$ cat src/rtl/core/pmid_pkg.sv
// shared types, widths and register codes of the periodic minimum-image distance unit
package pmid_pkg;

   localparam int COORD_W   = 24;              // coordinate and box limit width
   localparam int FRAC_BITS = 12;              // fraction bits of the fixed-point format
   localparam int PER_W     = COORD_W + 1;     // period high - low
   localparam int TQ_W      = COORD_W + 3;     // quarter / three-quarter points, 3 * period
   localparam int D_W       = COORD_W + 3;     // folded signed difference
   localparam int SQ_W      = 2 * COORD_W + 3; // one squared difference, below 2^(2*COORD_W+2)
   localparam int SUM_W     = SQ_W + 1;        // sum of three squares
   localparam int ROOT_W    = SUM_W / 2;       // one root bit per cell
   localparam int REM_W     = ROOT_W + 2;      // partial remainder
   localparam int DIST_W    = COORD_W + 2;     // distance output field

   localparam int REQ_DATA_W = 6 * COORD_W;
   localparam int RSP_DATA_W = ((DIST_W + 7) / 8) * 8;

   localparam int CSR_IDX_W  = 3;

   // register indexes of the configuration port
   localparam logic [CSR_IDX_W-1:0] REG_BOX_X_LOW  = CSR_IDX_W'(0);
   localparam logic [CSR_IDX_W-1:0] REG_BOX_X_HIGH = CSR_IDX_W'(1);
   localparam logic [CSR_IDX_W-1:0] REG_BOX_Y_LOW  = CSR_IDX_W'(2);
   localparam logic [CSR_IDX_W-1:0] REG_BOX_Y_HIGH = CSR_IDX_W'(3);
   localparam logic [CSR_IDX_W-1:0] REG_BOX_Z_LOW  = CSR_IDX_W'(4);
   localparam logic [CSR_IDX_W-1:0] REG_BOX_Z_HIGH = CSR_IDX_W'(5);

   localparam logic signed [COORD_W-1:0] BOX_LOW_RESET  = '0;
   localparam logic signed [COORD_W-1:0] BOX_HIGH_RESET = COORD_W'(100 * (1 << FRAC_BITS));

   // per-axis cell limits, derived from the box registers
   typedef struct packed {
      logic signed [PER_W-1:0] per;
      logic signed [TQ_W-1:0]  quarter;
      logic signed [TQ_W-1:0]  three_q;
   } box_axis_type;

   // data handed from one root cell to the next
   typedef struct packed {
      logic              valid;
      logic [SUM_W-1:0]  rad;
      logic [REM_W-1:0]  rem;
      logic [ROOT_W-1:0] root;
   } root_stage_type;

endpackage

$ cat src/rtl/core/pmid_axis_lane.sv
// one axis: periodic fold of the difference, then its square
module pmid_axis_lane import pmid_pkg::*; (
   input  logic                      clock,
   input  logic                      enable,
   input  logic signed [COORD_W-1:0] first,
   input  logic signed [COORD_W-1:0] other,
   input  box_axis_type              box,
   output logic [SQ_W-1:0]           square
);

   logic signed [TQ_W-1:0]  first_e;
   logic signed [TQ_W-1:0]  other_e;
   logic signed [D_W-1:0]   diff;
   logic signed [D_W-1:0]   per_e;
   logic signed [D_W-1:0]   d_in;
   logic signed [D_W-1:0]   d_ff;
   logic signed [2*D_W-1:0] prod;
   logic [SQ_W-1:0]         sq_ff;

   always_comb begin
      first_e = TQ_W'(first);
      other_e = TQ_W'(other);
      diff    = D_W'(first) - D_W'(other);
      per_e   = D_W'(box.per);
      // subtracting the period wins when both rules hold on an inverted cell
      if ((first_e > box.three_q) && (other_e < box.quarter)) begin
         d_in = diff - per_e;
      end else if ((first_e < box.quarter) && (other_e > box.three_q)) begin
         d_in = diff + per_e;
      end else begin
         d_in = diff;
      end
   end

   assign prod = d_ff * d_ff;

   always_ff @(posedge clock) begin
      if (enable) begin
         d_ff  <= d_in;
         sq_ff <= prod[SQ_W-1:0];
      end
   end

   assign square = sq_ff;

endmodule

$ cat config.mk
export PLATFORM = sky130hd
export DESIGN_NAME = pmid_axis_lane
export DESIGN_NICKNAME = d
export VERILOG_FILES = /design/src/rtl/core/pmid_pkg.sv /design/src/rtl/core/pmid_axis_lane.sv
export SDC_FILE = /design/constraint.sdc
export NUM_CORES = 2
export LEC_CHECK = 0
export ABC_AREA = 1
export BUFFER_PORTS_ARGS = -buffer_cell sky130_fd_sc_hd__clkbuf_2
export CAP_MARGIN = 20
export CORE_MARGIN = 5
export CORE_UTILIZATION = 40
export DETAILED_ROUTE_END_ITERATION = 16
export SETUP_SLACK_MARGIN = 0.05
export SYNTH_ARGS = -nofsm -noshare
export SYNTH_HDL_FRONTEND = slang
export SYNTH_SLANG_ARGS = --single-unit
$ cat constraint.sdc
create_clock -name clock -period 17.9 [get_ports clock]
set_input_delay 2.685 -clock clock [delete_from_list [all_inputs] [get_ports clock]]
set_output_delay 2.685 -clock clock [all_outputs]
set_load 0.05 [all_outputs]
==> qor.yml <==
floorplanning:
  ios: 180
  die_w_um: 300
  initial_core_util_pct: 40.3
  die_h_um: 300
  core-area_um2: 83600
  rows: 106
  die_area_um2: 90100
clock_tree:
  cts_tree: "done"
  cts_root_buf: "clkbuf_16"
  postCtsSetupBuffers: 0
  clock_tree.buffer_depth: 2
  clk_latency_ps: 370
  cts_resized: 0
  clk_pin_slew_ps: 60
  cts_sinks: 76
  cts_hold_buffers: 0
  cts_max_level: 3
  numCtsBuffers: 9
final_layout:
  layout.nets: 5540
  drive_gt1_share_pct: 5.42
  diodes: 0
  fin_area_um2: 36000
  syn2layout_area_growth_pct: 6.87
  fin_util_pct: 43.1
synth:
  synth_top_area_share_pct: 39.3
  synth_flop_cell: "edfxtp_1"
  async_flop_share_pct: 0
  netlist_area_um2: 33700
  synth_edf_count: 76
  synthCells: 4296
  synthTopCellsByArea: "fa_1 39%, inv_1 14%, ha_1 13%"
  synth_commonest_cells: "1282 x inv_1, 867 x nand2_1, 661 x fa_1"
  synth_cell_types: 46
  syn-num-nets: 5433
  synthMostInstantiatedCell: "inv_1"
  yosysTopAreaCell: "fa_1"
  synth.yosys.seq_area_share_pct: 6.77
  ys_ff_latch: 76
  yosys_warnings: 0
  syn_avg_cell_area_um2: 7.84
timing:
  grt_setup_unrepaired: "no"
  worstMarginPinSlew_ps: 972
  maxSlewViolCount: 0
  period_needed_ps: 7490
  setup_violations: 0
  finalCritPeriodShare_pct: 41.9
  slew_headroom_pct: 35.2
  hold_viol_final: 0
  max_freq_mhz: 133
  finalClockSkew_ps: 12.6
  tns_ps: 0
placement:
  gp_congestion: 0.964
  placed_area_um2: 35700
  port_buffers: 178
  dp_hpwl_mm: 82.2
hold_path:
  hp-class: "flop to flop"
critical_path:
  worst-path-max-fanout: 27
  critPathKind: "flop to flop"
  cp_data_required_time_ps: 18010
  worstSetupStartpointType: "flop"
  critical_path.cell_chain: "buf_4 -> nand2_1 -> inv_1 -> fa_1 -> fa_1 -> fa_1 -> ha_1 -> inv_1 -> fa_1 -> inv_1 -> fa_1 -> fa_1 -> ha_1 -> a21oi_1 -> a21boi_0 -> o221ai_1 -> a21oi_1 -> nand3_1 -> xor2_1"
  cp.arrival_ps: 7600
  critPathSlowestCell: "fa_1"
  cpPeakStageDelay_ps: 760
  crit_top_cell: "fa_1"
  end_kind: "flop"
grt:
  grt_use_total_pct: 22.2
  grt_start_max_net_pins: 69
  grt_pass1_vias: 28993
  antenna_found_initial: 1
  grt_pass1_wl_mm: 159
  grt-ovfl-total: 0
routing:
  routed_wl_mm: 97.5
  drt_iter0_drc: 1694
  wire_per_inst_um: 17.8
  drtAntennaViolNets: 0
  vias: 27110
  drc: 0
  drtPass1Iterations: 6
  via_per_inst: 4.94
run_status:
  status: "finished clean"
flow_run:
  maxCapViolCount: 0
==> metal layers <==
metal	global-route usage, %	part of all wire [%]	up-vias
met4	4.44	2.0	0
met3	2.69	5.6	97
li1	-	-	12855
met1	30.6	44	13446
met5	0	0	-
met2	38.2	49	712
==> placed cells by master, fill, tap and decap left out, types with 8 or more instances in the layout <==
| master | instances |
|---|---|
| edfxtp_1 | 76 |
| xor2_1 | 97 |
| a21oi_1 | 185 |
| nor4_1 | 12 |
| a21o_1 | 27 |
| fa_1 | 661 |
| nor3_1 | 29 |
| nand3_1 | 139 |
| o21bai_1 | 18 |
| ha_1 | 347 |
| o21ai_0 | 87 |
| clkbuf_16 | 9 |
| a31oi_1 | 17 |
| o21ai_1 | 8 |
| nor2_1 | 216 |
| nand2_1 | 867 |
| xnor2_1 | 28 |
| clkbuf_2 | 177 |
| o21a_1 | 9 |
| buf_4 | 30 |
| inv_1 | 1282 |
| nand4_1 | 39 |
==> cell type report <==
cell class	instances	area (um2)
Clock inverter	5	100
Timing Repair Buffer	207	1110
Multi-Input combinational cell	2824	26100
Sequential cell	76	2280
Inverter	1285	4820
Fill cell	8607	47600
Clock buffer	11	233
Tap cell	1080	1350
==> state kept, by name, summed over array words and instances, names as in the netlist <==
| signal | count |
|---|---|
| d_ff | 26 |
| square | 50 |
==> metrics by stage <==
step / std cells / hold slack (ps) / worst slack, ps
global route: 5488 / 881 / 10080
CTS: 5488 / 844 / 10460
floorplan: 4296 / 424 / 11350
global placement: 5472 / 837 / 10440
finish: 5488 / 834 / 10410
detailed placement: 5472 / 835 / 10470
==> path summary, 6_finish.rpt <==
kind / end / from / slack, ps / cells after the start
min reg2reg: square[0]$_DFFE_PP_ / d_ff[0]$_DFFE_PP_ / 830 / 1
max: square[47]$_DFFE_PP_ / d_ff[1]$_DFFE_PP_ / 10410 / 19
min: square[0]$_DFFE_PP_ / d_ff[0]$_DFFE_PP_ / 830 / 1
max reg2reg: square[47]$_DFFE_PP_ / d_ff[1]$_DFFE_PP_ / 10410 / 19
==> critical path: cells and delay by family, from the launching register on <==
family / cells / cell delay [ps]
compound gates: 4 / 1010
xor+xnor: 1 / 180
fa+ha+maj: 8 / 4460
buf+inv: 4 / 910
flops: 1 / 320
simple gates: 2 / 310
==> cell families (layout without fill, tap and decap cells) <==
logic type	after synthesis	in the layout	synth area share (%)
AO/OA/AOI/OAI	365	365	6.02
other	1	1	0.0111
adder cells (fa/ha/maj)	1008	1008	52.2
buffers and inverters	1396	1508	15.7
XOR/XNOR	125	125	3.25
AND/OR/NAND/NOR	1325	1325	16.0
flip-flops	76	76	6.77
Power is left out: the tool's default activity adds up to more than one toggle a clock period on the data nets, which glitch-free logic cannot reach.
