[config.mk]
export PLATFORM = sky130hd
export DESIGN_NAME = pmid_root_cell
export DESIGN_NICKNAME = d
export VERILOG_FILES = /design/src/rtl/core/pmid_pkg.sv /design/src/rtl/core/pmid_root_cell.sv
export SDC_FILE = /design/constraint.sdc
export NUM_CORES = 1
export LEC_CHECK = 0
export BUFFER_PORTS_ARGS = -buffer_cell sky130_fd_sc_hd__buf_2
export CAP_MARGIN = 20
export CORE_ASPECT_RATIO = 1.1
export CORE_MARGIN = 5
export CORE_UTILIZATION = 30
export CTS_BUF_LIST = sky130_fd_sc_hd__clkbuf_4 sky130_fd_sc_hd__clkbuf_8 sky130_fd_sc_hd__clkbuf_16
export DETAILED_ROUTE_END_ITERATION = 12
export PLACE_DENSITY = 0.55
export SLEW_MARGIN = 20
export SYNTH_ARGS = -nofsm -noshare
export SYNTH_HDL_FRONTEND = slang
export SYNTH_SLANG_ARGS = --single-unit
[constraint.sdc]
create_clock -name clock -period 2.7 [get_ports clock]
set_input_delay 0.135 -clock clock [delete_from_list [all_inputs] [get_ports clock]]
set_output_delay 0.135 -clock clock [all_outputs]
set_load 0.05 [all_outputs]
[src/rtl/core/pmid_pkg.sv]
// shared types, widths and register codes of the periodic minimum-image distance unit
package pmid_pkg;

   localparam int COORD_W   = 24;              // coordinate and box limit width
   localparam int FRAC_BITS = 12;              // fraction bits of the fixed-point format
   localparam int PER_W     = COORD_W + 1;     // period high - low
   localparam int TQ_W      = COORD_W + 3;     // quarter / three-quarter points, 3 * period
   localparam int D_W       = COORD_W + 3;     // folded signed difference
   localparam int SQ_W      = 2 * COORD_W + 3; // one squared difference, below 2^(2*COORD_W+2)
   localparam int SUM_W     = SQ_W + 1;        // sum of three squares
   localparam int ROOT_W    = SUM_W / 2;       // one root bit per cell
   localparam int REM_W     = ROOT_W + 2;      // partial remainder
   localparam int DIST_W    = COORD_W + 2;     // distance output field

   localparam int REQ_DATA_W = 6 * COORD_W;
   localparam int RSP_DATA_W = ((DIST_W + 7) / 8) * 8;

   localparam int CSR_IDX_W  = 3;

   // register indexes of the configuration port
   localparam logic [CSR_IDX_W-1:0] REG_BOX_X_LOW  = CSR_IDX_W'(0);
   localparam logic [CSR_IDX_W-1:0] REG_BOX_X_HIGH = CSR_IDX_W'(1);
   localparam logic [CSR_IDX_W-1:0] REG_BOX_Y_LOW  = CSR_IDX_W'(2);
   localparam logic [CSR_IDX_W-1:0] REG_BOX_Y_HIGH = CSR_IDX_W'(3);
   localparam logic [CSR_IDX_W-1:0] REG_BOX_Z_LOW  = CSR_IDX_W'(4);
   localparam logic [CSR_IDX_W-1:0] REG_BOX_Z_HIGH = CSR_IDX_W'(5);

   localparam logic signed [COORD_W-1:0] BOX_LOW_RESET  = '0;
   localparam logic signed [COORD_W-1:0] BOX_HIGH_RESET = COORD_W'(100 * (1 << FRAC_BITS));

   // per-axis cell limits, derived from the box registers
   typedef struct packed {
      logic signed [PER_W-1:0] per;
      logic signed [TQ_W-1:0]  quarter;
      logic signed [TQ_W-1:0]  three_q;
   } box_axis_type;

   // data handed from one root cell to the next
   typedef struct packed {
      logic              valid;
      logic [SUM_W-1:0]  rad;
      logic [REM_W-1:0]  rem;
      logic [ROOT_W-1:0] root;
   } root_stage_type;

endpackage

[src/rtl/core/pmid_root_cell.sv]
// one digit of the restoring square root, registered toward the next cell
module pmid_root_cell import pmid_pkg::*; (
   input  logic           clock,
   input  logic           reset,
   input  logic           enable,
   input  root_stage_type stage_in,
   output root_stage_type stage_out
);

   logic [REM_W+1:0] work;
   logic [REM_W+1:0] trial;
   root_stage_type   next_in;
   root_stage_type   next_ff;

   always_comb begin
      work          = {stage_in.rem, stage_in.rad[SUM_W-1 -: 2]};
      trial         = (REM_W+2)'({stage_in.root, 2'b01});
      next_in.valid = stage_in.valid;
      next_in.rad   = stage_in.rad << 2;
      if (work >= trial) begin
         next_in.rem  = REM_W'(work - trial);
         next_in.root = {stage_in.root[ROOT_W-2:0], 1'b1};
      end else begin
         next_in.rem  = REM_W'(work);
         next_in.root = {stage_in.root[ROOT_W-2:0], 1'b0};
      end
   end

   always_ff @(posedge clock) begin
      if (reset) begin
         next_ff.valid <= 1'b0;
      end else if (enable) begin
         next_ff.valid <= next_in.valid;
      end
      if (enable) begin
         next_ff.rad  <= next_in.rad;
         next_ff.rem  <= next_in.rem;
         next_ff.root <= next_in.root;
      end
   end

   assign stage_out = next_ff;

endmodule
==> results.md <==
- Post-Place Cell Area: 6660 um2
- Power Total: 4.95 mW
- Main combinational cell family by area after synthesis: compound AO/OA/AOI/OAI gates
- Initial antenna violation count: 3
- Lkg Pwr: 3.56 nW
- Final WL: 14,700 um
- Ys Warns: 0
- CP startpoint kind: input port
- WP data required: 2.81 ns
- Rows: 50
- Met3 WL: 985 um
- Max_slew headroom: 56.4%
- Cell Count, Final, Fillers Out: 913
- Netlist Area Pre-Place: 5090 um2
- Max layer used: met5
- Synth Area in XOR/XNOR: 4.48%
- WL met2: 7350 um
- # port buffers: 214
- Fin crit share: 96.8%
- Synth Area in Compound Gates: 10.7%
- Fin util: 47.2%
- Max-cap viol count: 0
- Critical Setup Path Class: input port to flip-flop
- Share of layout cells above drive strength 1: 46.6%
- Initial Util: 30.2%
- Synth-to-layout area growth: 56.3%
- Via count: 4,131
- Setup violations, final: 0
- Sequential area share after synthesis: 61.8%
- First-pass DRT Iterations: 4
- Minimum clock period: 2.61 ns
- DRT iter0 DRCs: 161
- Worst skew pair latency: 0.35 ns
- Num CTS Buffers: 9
- EDFF count, synth: 104
- Synth async-reset ratio: 0%
- First-pass GRT wire length: 22,000 um
- Max Fclk: 0.382 GHz
- Worst-path maximum fanout: 8
- Core Box Area: 16,800 um2
- Worst Max-Slew Pin Slew: 0.654 ns
- Top-level port count: 217
- Status: finished clean
- Final Hold Vio Count: 0
- RD Place Congestion: 0.823
- Worst-path clk slew: 0.08 ns
- Power Dens Cells: 623 nW/um2
- Synth Area in Simple Gates: 5.24%
- Adder-cell share of the synthesized area: 6.89%
- DRC violations left: 0
- Fin area: 7950 um2
- Arrival @ worst endpoint: 2.73 ns
- Largest register FFs: 105
- Die W: 134 um
- Top_reg_cell synth: edfxtp_1
- CP Capture Type: flip-flop
- GRT Resource Usage Total: 14.2%
- Grt ovf: 0
- Fin nets: 837
- Post-synthesis area per instance: 14.0 um2
- Vias in the first global route: 4,418
- Hold Path Class: input port to flip-flop
- Wire per inst: 16.1 um
- Detail Route Antenna Nets: 0
- Largest net degree at the start of global routing: 51
- Setup TNS: 0 ns
- CTS tree: done
- Avg Vias per Cell: 4.52
- Htree depth: 3
- Chip Height: 147 um
- Met1 Wirelength: 5980 um
- Post-Route Skew: 0 ns
- Dpl cells: 815
- Post-synthesis mux area share: 6.57%
- Synth Register Bits: 105
- Gate Count Post-Synth: 363
- Peak supply drop: 287 uV
- Post-synth cell types: 49
- Total clock sinks: 105
- Die Area: 19,700 um2
- Final max-slew violation count: 0
- Post-DP HPWL: 10,700 um
- Longest Clk Path Bufs: 2
- CTS Root Cell: clkbuf_16
[cell usage after synthesis, types with 2 or more instances]
master	instances	share of area (%)
edfxtp_1	104	61
inv_1	38	2.8
ha_1	28	6.9
a21oi_1	26	2.6
mux2_2	19	4.2
xnor2_1	18	3.1
a21o_1	15	2.2
nand2_1	13	0.96
o21ai_0	11	1.1
nor2_1	9	0.66
xor2_1	8	1.4
nand4_1	7	0.86
mux2_4	6	1.8
clkbuf_1	5	0.37
nand3_1	4	0.39
a211oi_1	3	0.44
buf_4	3	0.44
mux2i_1	3	0.59
nand2b_1	3	0.37
nor2b_1	3	0.37
o21ai_1	3	0.30
a211o_1	2	0.34
a21oi_4	2	0.64
and3_1	2	0.25
and4_1	2	0.34
o221ai_1	2	0.34
o22ai_1	2	0.25
[stage by stage]
step | setup slack, ns | hold WS [ns]
global route | -0.0304 | 0.0210
CTS | 0.0245 | 0.00921
finish | 0.0852 | 0.0191
floorplan | 0.0530 | 0.207
global placement | -0.118 | 0.312
detailed placement | -0.163 | 0.313
[worst paths after layout]
check,startpoint,end,slack (ns),depth (start not counted)
hold / removal,stage_in[106],stage_out[106],0.02,3
hold reg to reg,stage_out[106],stage_out[106],0.51,2
setup / recovery,stage_in[13],stage_out[37],0.09,14
setup reg to reg,stage_out[106],stage_out[106],2.11,2
[cell usage in the layout, fill, tap and decap left out, types with 3 or more instances in the layout]
master,Yosys,final
inv_2,0,5
inv_1,38,34
o21ai_1,3,3
o21ai_0,11,9
ha_1,28,20
nand2_1,13,13
buf_4,3,43
nor2b_1,3,3
dlygate4sd3_1,0,73
nand2b_1,3,3
nor2_1,9,9
clkbuf_16,0,9
a21oi_1,26,24
dlymetal6s4s_1,0,3
edfxtp_1,104,104
mux2i_1,3,3
xor2_1,8,8
xnor2_1,18,18
mux2_2,19,16
a21o_1,15,15
ha_4,0,7
a21oi_4,2,3
nand4_1,7,7
buf_2,0,210
mux2_4,6,9
nand3_1,4,4
a211oi_1,3,3
[cell families (layout without fill, tap and decap cells)]
family                     after synthesis  in the layout
AOI/OAI and AO/OA                       78             78
xor gates and xnor gates                26             26
adders and majority gates               28             28
buffers and inverters                   49            389
DFF                                    105            105
muxes                                   28             28
other                                    1              3
and+or+nand+nor                         48             48
[cell type report]
class / instances / area [um2]
clock inverters: 7 / 75.1
fillers: 1506 / 8880
inverters: 39 / 146
well taps: 208 / 260
multi-input cells: 210 / 1880
flip-flops and latches: 105 / 3140
clock buffers: 9 / 225
diodes: 1 / 2.50
repair buffers: 334 / 2220
[critical path, cell delays in order]
cell	delay (ns)
buf_2	0.08
inv_1	0.04
ha_1	0.29
buf_4	0.16
and4_1	0.20
a311oi_2	0.29
buf_4	0.16
o21ai_4	0.06
a21oi_4	0.15
a21oi_2	0.08
nor4_4	0.38
buf_4	0.21
buf_12	0.13
mux2_2	0.34
[layer usage]
| metal | GRT usage, % | vias to the layer above |
|---|---|---|
| li1 | - | 2018 |
| met1 | 16.1 | 1921 |
| met2 | 25.3 | 159 |
| met3 | 3.82 | 29 |
| met4 | 5.70 | 4 |
| met5 | 0 | - |
[what timing repair did]
item                                   4_1_cts  5_1_grt
hold buffers                                76        0
gates resized for setup                      0       42
setup endpoints to repair                    0       25
endpoints found under the hold margin       76        0
buffers inserted                             0        6
[power by group]
group	internal, mW	switching, mW	total [mW]	leakage, nW
combinational	0.583	1.02	1.60	2.39
clock	0.656	0.667	1.32	0.148
sequential	1.99	0.0403	2.03	1.03
No activity file was read; power rests on OpenSTA's default activity.
